<file path="src/rtl/wzht_pkg.sv">
// ----------------------------------------------------------------------------
// wzht_pkg: shared types and constants for the window z-order hit test unit
// Entry layout, operation and status codes, cell control struct.
// ----------------------------------------------------------------------------
package wzht_pkg;

  localparam int MAX_WINDOWS = 16;
  localparam int IDX_W = $clog2(MAX_WINDOWS);
  localparam int CNT_W = $clog2(MAX_WINDOWS + 1);

  typedef enum logic [2:0] {
    OP_CREATE = 3'd0,
    OP_DELETE = 3'd1,
    OP_MOVE   = 3'd2,
    OP_RESIZE = 3'd3,
    OP_CLOSE  = 3'd4,
    OP_OPEN   = 3'd5,
    OP_CLICK  = 3'd6,
    OP_NONE   = 3'd7
  } op_t;

  typedef enum logic [1:0] {
    ST_OK      = 2'd0,
    ST_UNKNOWN = 2'd1,
    ST_FULL    = 2'd2,
    ST_MISS    = 2'd3
  } status_t;

  typedef struct packed {
    logic [15:0] id;
    logic [15:0] x;
    logic [15:0] y;
    logic [14:0] w;
    logic [14:0] h;
  } entry_t;

  // Per-cycle command broadcast to every cell.
  typedef struct packed {
    logic shift_dn;  // cells at or above lo take the upper neighbor
    logic shift_up;  // cells at or below hi (and above 0) take the lower neighbor
    logic load;      // cell at load_idx takes load_data
    logic [IDX_W-1:0] lo;
    logic [IDX_W-1:0] hi;
    logic [IDX_W-1:0] load_idx;
  } cell_ctl_t;

endpackage

</file>
<file path="src/rtl/wzht_cell.sv">
// ----------------------------------------------------------------------------
// wzht_cell: one stack slot
// Holds one rectangle; shifts to or from a neighbor or loads a new entry.
// ----------------------------------------------------------------------------
module wzht_cell (
  input  logic                    clk,
  input  logic [wzht_pkg::IDX_W-1:0] my_idx,
  input  wzht_pkg::cell_ctl_t     ctl,
  input  wzht_pkg::entry_t        load_data,
  input  wzht_pkg::entry_t        from_above,
  input  wzht_pkg::entry_t        from_below,
  output wzht_pkg::entry_t        entry
);
  import wzht_pkg::*;

  entry_t entry_r, entry_nxt;

  always_comb begin
    entry_nxt = entry_r;
    if (ctl.load && ctl.load_idx == my_idx) begin
      entry_nxt = load_data;
    end else if (ctl.shift_dn && my_idx >= ctl.lo) begin
      entry_nxt = from_above;
    end else if (ctl.shift_up && my_idx <= ctl.hi && my_idx != '0) begin
      entry_nxt = from_below;
    end
  end

  always_ff @(posedge clk) begin
    entry_r <= entry_nxt;
  end

  assign entry = entry_r;
endmodule

</file>
<file path="src/rtl/window_z_order_hit_test_unit.sv">
// ----------------------------------------------------------------------------
// window_z_order_hit_test_unit: z-ordered rectangle stack with hit test
// Usage:
//  - in_*: one request per transfer. tdata holds, from bit 0 up:
//    operation(3) window_id(16) coord_x(16) coord_y(16) size_w(15) size_h(15),
//    zero padded to 88 bits.
//  - out_*: one result per request. tdata holds status(2) result_id(16),
//    zero padded to 24 bits.
//  - The stack lives in a row of cells, index 0 the bottom. A request scans
//    the row one entry per cycle through a scan pointer (search from bottom
//    for an id, from top for a click), then updates the row with a broadcast
//    shift from the hit (up or down), a write of the picked or new entry, or both.
//  - Create and none skip the scan; others stop it at the first match or once
//    every entry is passed over (id not found). One request at a time: the
//    next input transfer is taken only once the result is loaded.
//  - The result sits in an output register; a new request is taken as soon as
//    the result is loaded there and the register is free or being drained.
//  - Reset (synchronous, rst_n low) empties the stack and zeros the id
//    counter; cell contents are left undefined and never read.
//  - A stalled out_tready just holds the result; nothing is lost.
// ----------------------------------------------------------------------------
module window_z_order_hit_test_unit (
  input  logic        clk,
  input  logic        rst_n,
  input  logic        in_tvalid,
  output logic        in_tready,
  input  logic [87:0] in_tdata,   // operation, window_id, coord_x, coord_y, size_w, size_h
  output logic        out_tvalid,
  input  logic        out_tready,
  output logic [23:0] out_tdata   // status, result_id
);
  import wzht_pkg::*;

  typedef enum logic [3:0] {
    S_IDLE = 4'b0001,
    S_SCAN = 4'b0010,
    S_APPLY = 4'b0100,
    S_DONE = 4'b1000
  } state_t;

  state_t state_r, state_nxt;
  op_t    op_r;
  logic [15:0] id_r, cx_r, cy_r;
  logic [14:0] sw_r, sh_r;
  logic [CNT_W-1:0] count_r, count_nxt;
  logic [15:0] next_id_r, next_id_nxt;
  logic [IDX_W-1:0] ptr_r, ptr_nxt;
  logic [CNT_W-1:0] left_r, left_nxt;  // entries still to scan
  logic [IDX_W-1:0] hit_r, hit_nxt;
  logic found_r, found_nxt;
  entry_t hit_e_r, hit_e_nxt;
  status_t st_r, st_nxt;
  logic [15:0] rid_r, rid_nxt;
  logic ovalid_r, ovalid_nxt;
  logic [1:0] ost_r;
  logic [15:0] orid_r;

  entry_t cells [MAX_WINDOWS];
  cell_ctl_t ctl;
  entry_t load_data;
  entry_t cur;
  logic match;
  logic in_fire, out_free;
  logic signed [16:0] rx0, rx1, ry0, ry1, px, py;
  logic [IDX_W-1:0] top_idx;

  genvar g;
  generate
    for (g = 0; g < MAX_WINDOWS; g++) begin : g_cell
      wzht_cell u_cell (
        .clk       (clk),
        .my_idx    (IDX_W'(g)),
        .ctl       (ctl),
        .load_data (load_data),
        .from_above(cells[(g + 1) % MAX_WINDOWS]),
        .from_below(cells[(g + MAX_WINDOWS - 1) % MAX_WINDOWS]),
        .entry     (cells[g])
      );
    end
  endgenerate

  assign out_free  = !ovalid_r || out_tready;
  assign in_tready = (state_r == S_IDLE);
  assign in_fire   = in_tvalid && in_tready;
  assign top_idx   = IDX_W'(count_r - CNT_W'(1));

  // Scanned entry and its match: hit test for a click, id compare otherwise.
  assign cur = cells[ptr_r];
  assign rx0 = {cur.x[15], cur.x};
  assign ry0 = {cur.y[15], cur.y};
  assign rx1 = rx0 + $signed({2'b00, cur.w});
  assign ry1 = ry0 + $signed({2'b00, cur.h});
  assign px  = {cx_r[15], cx_r};
  assign py  = {cy_r[15], cy_r};
  always_comb begin
    if (op_r == OP_CLICK) begin
      match = (px >= rx0) && (px < rx1) && (py >= ry0) && (py < ry1);
    end else begin
      match = (cur.id == id_r);
    end
  end

  always_comb begin
    state_nxt   = state_r;
    count_nxt   = count_r;
    next_id_nxt = next_id_r;
    ptr_nxt     = ptr_r;
    left_nxt    = left_r;
    hit_nxt     = hit_r;
    found_nxt   = found_r;
    hit_e_nxt   = hit_e_r;
    st_nxt      = st_r;
    rid_nxt     = rid_r;
    ovalid_nxt  = ovalid_r && !out_tready;
    ctl         = '0;
    load_data   = hit_e_r;
    case (state_r)
      S_IDLE: begin
        if (in_fire) begin
          found_nxt = 1'b0;
          left_nxt  = count_r;
          if (op_t'(in_tdata[2:0]) == OP_CLICK) begin
            ptr_nxt = top_idx;
          end else begin
            ptr_nxt = '0;
          end
          state_nxt = S_SCAN;
        end
      end
      S_SCAN: begin
        if (op_r == OP_CREATE || op_r == OP_NONE) begin
          state_nxt = S_APPLY;
        end else if (left_r == '0) begin
          state_nxt = S_APPLY;
        end else if (match) begin
          found_nxt = 1'b1;
          hit_nxt   = ptr_r;
          hit_e_nxt = cur;
          state_nxt = S_APPLY;
        end else begin
          left_nxt = left_r - CNT_W'(1);
          ptr_nxt  = (op_r == OP_CLICK) ? ptr_r - IDX_W'(1) : ptr_r + IDX_W'(1);
        end
      end
      S_APPLY: begin
        st_nxt  = ST_OK;
        rid_nxt = '0;
        ctl.lo  = hit_r;
        ctl.hi  = hit_r;
        ctl.load_idx = top_idx;
        case (op_r)
          OP_CREATE: begin
            if (count_r == CNT_W'(MAX_WINDOWS)) begin
              st_nxt = ST_FULL;
            end else begin
              ctl.load     = 1'b1;
              ctl.load_idx = IDX_W'(count_r);
              load_data    = '{id: next_id_r, x: cx_r, y: cy_r, w: sw_r, h: sh_r};
              count_nxt    = count_r + CNT_W'(1);
              rid_nxt      = next_id_r;
              next_id_nxt  = next_id_r + 16'd1;
            end
          end
          OP_CLICK: begin
            if (!found_r) begin
              st_nxt = ST_MISS;
            end else begin
              rid_nxt      = hit_e_r.id;
              ctl.shift_dn = 1'b1;
              ctl.load     = 1'b1;
            end
          end
          OP_NONE: ;
          default: begin
            if (!found_r) begin
              st_nxt = ST_UNKNOWN;
            end else if (op_r == OP_DELETE) begin
              ctl.shift_dn = 1'b1;
              count_nxt    = count_r - CNT_W'(1);
            end else if (op_r == OP_CLOSE) begin
              ctl.shift_up = 1'b1;
              ctl.load     = 1'b1;
              ctl.load_idx = '0;
            end else begin
              ctl.shift_dn = 1'b1;
              ctl.load     = 1'b1;
              if (op_r == OP_MOVE) begin
                load_data.x = hit_e_r.x + cx_r;
                load_data.y = hit_e_r.y + cy_r;
              end else if (op_r == OP_RESIZE) begin
                load_data.w = sw_r;
                load_data.h = sh_r;
              end
            end
          end
        endcase
        state_nxt = S_DONE;
      end
      S_DONE: begin
        if (out_free) begin
          ovalid_nxt = 1'b1;
          state_nxt  = S_IDLE;
        end
      end
      default: state_nxt = S_IDLE;
    endcase
  end

  always_ff @(posedge clk) begin
    if (!rst_n) begin
      state_r   <= S_IDLE;
      count_r   <= '0;
      next_id_r <= '0;
      ovalid_r  <= 1'b0;
      found_r   <= 1'b0;
    end else begin
      state_r   <= state_nxt;
      count_r   <= count_nxt;
      next_id_r <= next_id_nxt;
      ovalid_r  <= ovalid_nxt;
      found_r   <= found_nxt;
    end
  end

  always_ff @(posedge clk) begin
    if (in_fire) begin
      op_r <= op_t'(in_tdata[2:0]);
      id_r <= in_tdata[18:3];
      cx_r <= in_tdata[34:19];
      cy_r <= in_tdata[50:35];
      sw_r <= in_tdata[65:51];
      sh_r <= in_tdata[80:66];
    end
    ptr_r   <= ptr_nxt;
    left_r  <= left_nxt;
    hit_r   <= hit_nxt;
    hit_e_r <= hit_e_nxt;
    st_r    <= st_nxt;
    rid_r   <= rid_nxt;
    if (state_r == S_DONE && out_free) begin
      ost_r  <= st_r;
      orid_r <= rid_r;
    end
  end

  assign out_tvalid = ovalid_r;
  assign out_tdata  = {6'd0, orid_r, ost_r};

  // Stack never exceeds its depth.
  a_count_bound: assert property (@(posedge clk) disable iff (!rst_n)
    count_r <= CNT_W'(MAX_WINDOWS)) else $error("stack count over depth");
  // Stall holds the result.
  a_hold: assert property (@(posedge clk) disable iff (!rst_n)
    out_tvalid && !out_tready |=> out_tvalid && $stable(out_tdata))
    else $error("result changed under stall");
  // Count changes only in the apply step.
  a_count_apply: assert property (@(posedge clk) disable iff (!rst_n)
    count_r != count_nxt |-> state_r == S_APPLY) else $error("count moved outside apply");
  // Non-ok status never carries an id.
  a_rid_zero: assert property (@(posedge clk) disable iff (!rst_n)
    out_tvalid && out_tdata[1:0] != ST_OK |-> out_tdata[17:2] == 16'd0)
    else $error("id with error status");
endmodule
</file>
<file path="config.mk">
export PLATFORM = sky130hd
export DESIGN_NAME = window_z_order_hit_test_unit
export DESIGN_NICKNAME = d
export VERILOG_FILES = /design/src/rtl/wzht_pkg.sv /design/src/rtl/wzht_cell.sv /design/src/rtl/window_z_order_hit_test_unit.sv
export SDC_FILE = /design/constraint.sdc
export NUM_CORES = 2
export LEC_CHECK = 0
export BUFFER_PORTS_ARGS = -buffer_cell sky130_fd_sc_hd__buf_2
export CORE_AREA = 2 2 517 519
export DETAILED_ROUTE_END_ITERATION = 16
export DIE_AREA = 0 0 519 521
export PLACE_DENSITY = 0.44
export SKIP_CTS_REPAIR_TIMING = 1
export SYNTH_ARGS = -nofsm -noshare
export SYNTH_HDL_FRONTEND = slang
export SYNTH_SLANG_ARGS = --single-unit
export TNS_END_PERCENT = 1
</file>
<file path="constraint.sdc">
create_clock -name clk -period 32.6 [get_ports clk]
set_input_delay 8.15 -clock clk [delete_from_list [all_inputs] [get_ports clk]]
set_output_delay 8.15 -clock clk [all_outputs]
set_load 0.1 [all_outputs]
</file>
==> results.tsv <==
metric	value	unit
Final period util	34.1	%
drt first-iter violations	8059	
Psw	1.43	mW
core area	264000	um^2
Distinct cells, synth	97	
Avg Cell Area, Syn	11.4	um^2
cell leakage power	35.0	nW
buffers added on ports	104	
I/O pins	118	
Die ar.	270000	um^2
gpl congestion	0.851	
cells on worst reg2reg path	25	
Die H	521	um
Finish-stage setup viols	0	
worst-margin pin slew	1.32	ns
Buffers & Inverters on Critical Path	5	
post-DP HPWL	193000	um
CTS tree	done	
Yosys reg bits	1483	
Worst Path Max Fanout	70	
Final Hold Fails	0	
final period demand of the worst path	11.13	ns
DR vias/cell	5.93	
WP data arrival	11.58	ns
Setup CP Type	flop to flop	
global-route wire length before repair	496000	um
status	complete, no violations	
register area share after synthesis	50.9	%
Crit path required time	33.06	ns
r2r endpoint	hit_e_r[16]	
layout cells sized above 1	15.1	%
Yosys top cell by area	edfxtp_1	
Final nets	7657	
pin count of the biggest net entering global routing	154	
Final Cell Area	96500	um^2
Worst IR Drop VDD	0.0634	mV
H-tree level count	4	
# clock sinks	1483	
Initial Utilization	32.9	%
DP Area	91000	um^2
Slew Viols, Final	0	
DRC	0	
Clock transition at path regs	0.06	ns
CTS Buf Count	178	
P_int	3.58	mW
row count	189	
Switching Fraction	28.5	%
max cap viols	0	
crit-path leading delay family	compound AO/OA/AOI/OAI gates	
Reg-to-Reg Start	ptr_r[0]	
Yosys top cell area share	50.3	%
Syn Std Cell Area	87000	um^2
routed length per instance	32.1	um
GRT Util Overall	25.6	%
CP startpoint kind	flop	
Congestion Overflow GR	0	
largest cells by area after synthesis	edfxtp_1 50%, mux2i_1 9.3%, mux4_2 9.2%	
Worst path depth	25	
crit path capture	hit_e_r[16]	
drt total wl	357000	um
DRT antenna net count	0	
GRT busiest layer	met2	
Slew HR	11.6	%
CP max stage delay	0.83	ns
vias in the first global route	62000	
met1 Use GR	37.3	%
CP dominant cell by count	buf_4	
Die Wd	519	um
skew final	0.0290	ns
clock power share	39.1	%
fmax	0.0899	GHz
grt met2 use	39.5	%
Via Count	65900	
Clock Tree Buf Depth	3	
Setup TNS	0	ns
FF-to-FF setup slack	21.47	ns
number of synthesized flops with an enable pin	1456	
slowest CP cell	a311oi_1	
Layout Area Growth over Synthesis	10.9	%
combinational power share	18.6	%
WHS Path Cells	0	
asr flop ratio synth	0	%
initial antenna violation count	18	
sequential cell fraction of total power	42.3	%
DRT Pass-1 Iters	6	
Power Density	52.0	nW/um^2
CP startpoint	ptr_r[0]	
unrepaired setup endpoints after global routing	no	
synth warn	0	
predominant post-synthesis flop cell	edfxtp_1	
Root Driver	clkbuf_16	
clk_lat worst skew	0.85	ns
type of the worst min-delay path	flop to flop	
CP Capture Type	flop	
post-synthesis cell count	7628	
GRT met3 Usage	4.14	%
FILL cells	26000	
[cells by family (layout without fill, tap and decap cells)]
family,after synthesis,after routing,synth area share (%)
AOI/OAI and AO/OA,1640,1640,10.8
xor gates and xnor gates,71,71,0.724
adders and majority gates,136,136,2.00
buffers and inverters,731,676,3.71
DFF,1483,1483,50.9
muxes,1381,1381,21.5
other,1,13,0.00431
and+or+nand+nor,2185,2185,10.3
[flip-flops by register name, summed over array words and instances, names as in the netlist, 16 cells and up]
signal / count
g_cell.u_cell.entry: 1248
hit_e_r: 78
cx_r: 16
cy_r: 16
id_r: 16
next_id_r: 16
orid_r: 16
rid_r: 16
[power groups by stage]
stage / Clock, mW / Sequential [mW] / Combinational (mW)
final: 1.96 / 2.12 / 0.931
after global routing: 2.07 / 2.12 / 1.01
after CTS: 2.00 / 2.12 / 0.929
after detailed placement: 0 / 2.16 / 0.923
after global placement: 0 / 2.16 / 0.930
after floorplan: 0 / 2.15 / 0.654
[layout by cell type (no fill, tap or decap), drive strengths merged, types with 14 or more instances in the layout]
cell type  count
a21oi        650
or3           15
clkbuf       232
mux2         202
a31oi        208
mux4         368
inv           88
nor2b         79
edfxtp      1456
and2          32
xor2          31
ha           131
mux2i        811
a22oi         17
o21ai        475
a22o          22
dfxtp         27
clkinv        79
nand3         43
buf          267
nor2         816
nand4         18
xnor2         40
a21o          32
nand2       1059
a211oi       103
nor3          44
and3          25
o21a          14
[per-stage QoR]
stage / util [%] / setup WS [ns] / power, mW / cells / hold WS (ns)
floorplan: - / 21.48 / 2.80 / 7633 / 0.400
global placement: 34.4 / 21.48 / 3.09 / 10800 / 0.402
global route: 36.5 / 21.09 / 5.20 / 11100 / 0.423
CTS: 36.5 / 21.51 / 5.05 / 11100 / 0.414
detailed placement: 34.4 / 21.51 / 3.08 / 10800 / 0.405
finish: 36.5 / 21.47 / 5.01 / 11100 / 0.416
[routing by layer]
| layer | share of wire (%) | routed length [um] |
|---|---|---|
| met1 | 44 | 158000 |
| met2 | 45 | 159000 |
| met3 | 8.5 | 30500 |
| met4 | 2.7 | 9590 |
| met5 | 0.011 | 41 |
[layout make-up]
type / count / area [um^2] / area share, %
Tap cell: 3533 / 4420 / 4.58
Sequential cell: 1483 / 44300 / 45.9
Clock buffer: 232 / 4820 / 5.00
Timing Repair Buffer: 267 / 2030 / 2.11
Clock inverter: 97 / 698 / 0.724
Multi-Input combinational cell: 5419 / 39900 / 41.4
Inverter: 80 / 308 / 0.319
Antenna cell: 7 / 17.5 / 0.0182
[worst min path at each step]
stage	from	endpoint	slack (ns)
6_report	st_r[1]	ost_r[1]	0.42
3_5_place_dp	rid_r[14]	orid_r[14]	0.40
4_1_cts	rid_r[0]	orid_r[0]	0.41
3_3_place_gp	rid_r[0]	orid_r[0]	0.40
2_1_floorplan	rid_r[0]	orid_r[0]	0.40
5_1_grt	rid_r[0]	orid_r[0]	0.42
[synth_stat cells, types with 11 or more instances]
| master | instances |
|---|---|
| mux4_2 | 356 |
| a31oi_1 | 208 |
| inv_1 | 79 |
| buf_2 | 215 |
| ha_1 | 131 |
| mux4_1 | 12 |
| edfxtp_1 | 1456 |
| a211oi_1 | 102 |
| o21ai_1 | 21 |
| nor2b_1 | 79 |
| mux2i_1 | 811 |
| a22o_1 | 22 |
| or3_1 | 15 |
| and3_1 | 25 |
| nand3_1 | 43 |
| clkbuf_1 | 349 |
| and2_1 | 29 |
| nor2_1 | 812 |
| a22oi_1 | 17 |
| o21ai_0 | 453 |
| xor2_1 | 30 |
| o211ai_1 | 11 |
| mux2_2 | 202 |
| nand2_1 | 1059 |
| a221oi_1 | 13 |
| nand2b_1 | 11 |
| a21oi_1 | 650 |
| buf_4 | 29 |
| nand4_1 | 17 |
| nor3_1 | 41 |
| buf_1 | 47 |
| dfxtp_1 | 27 |
| o21a_1 | 14 |
| a21o_1 | 32 |
| xnor2_1 | 40 |
[worst register-to-register path: stages (launching register included)]
cell and delay (ns):
edfxtp_1 0.34, buf_4 0.45, buf_4 0.80, buf_12 0.69, mux4_2 0.68, mux4_2 0.60
ha_1 0.29, fa_1 0.41, a21o_1 0.20, a21oi_1 0.24, nor2b_1 0.08, o21a_1 0.20
o22a_1 0.23, a311o_1 0.38, a41oi_1 0.34, xnor2_1 0.17, ha_1 0.27, a21o_1 0.16
a21oi_1 0.14, o21ai_0 0.12, a311oi_1 0.83, o21ai_0 0.22, a211o_1 0.56, a21oi_4 0.74
buf_4 0.79, buf_4 0.74
Power figures use the tool's default switching activity.
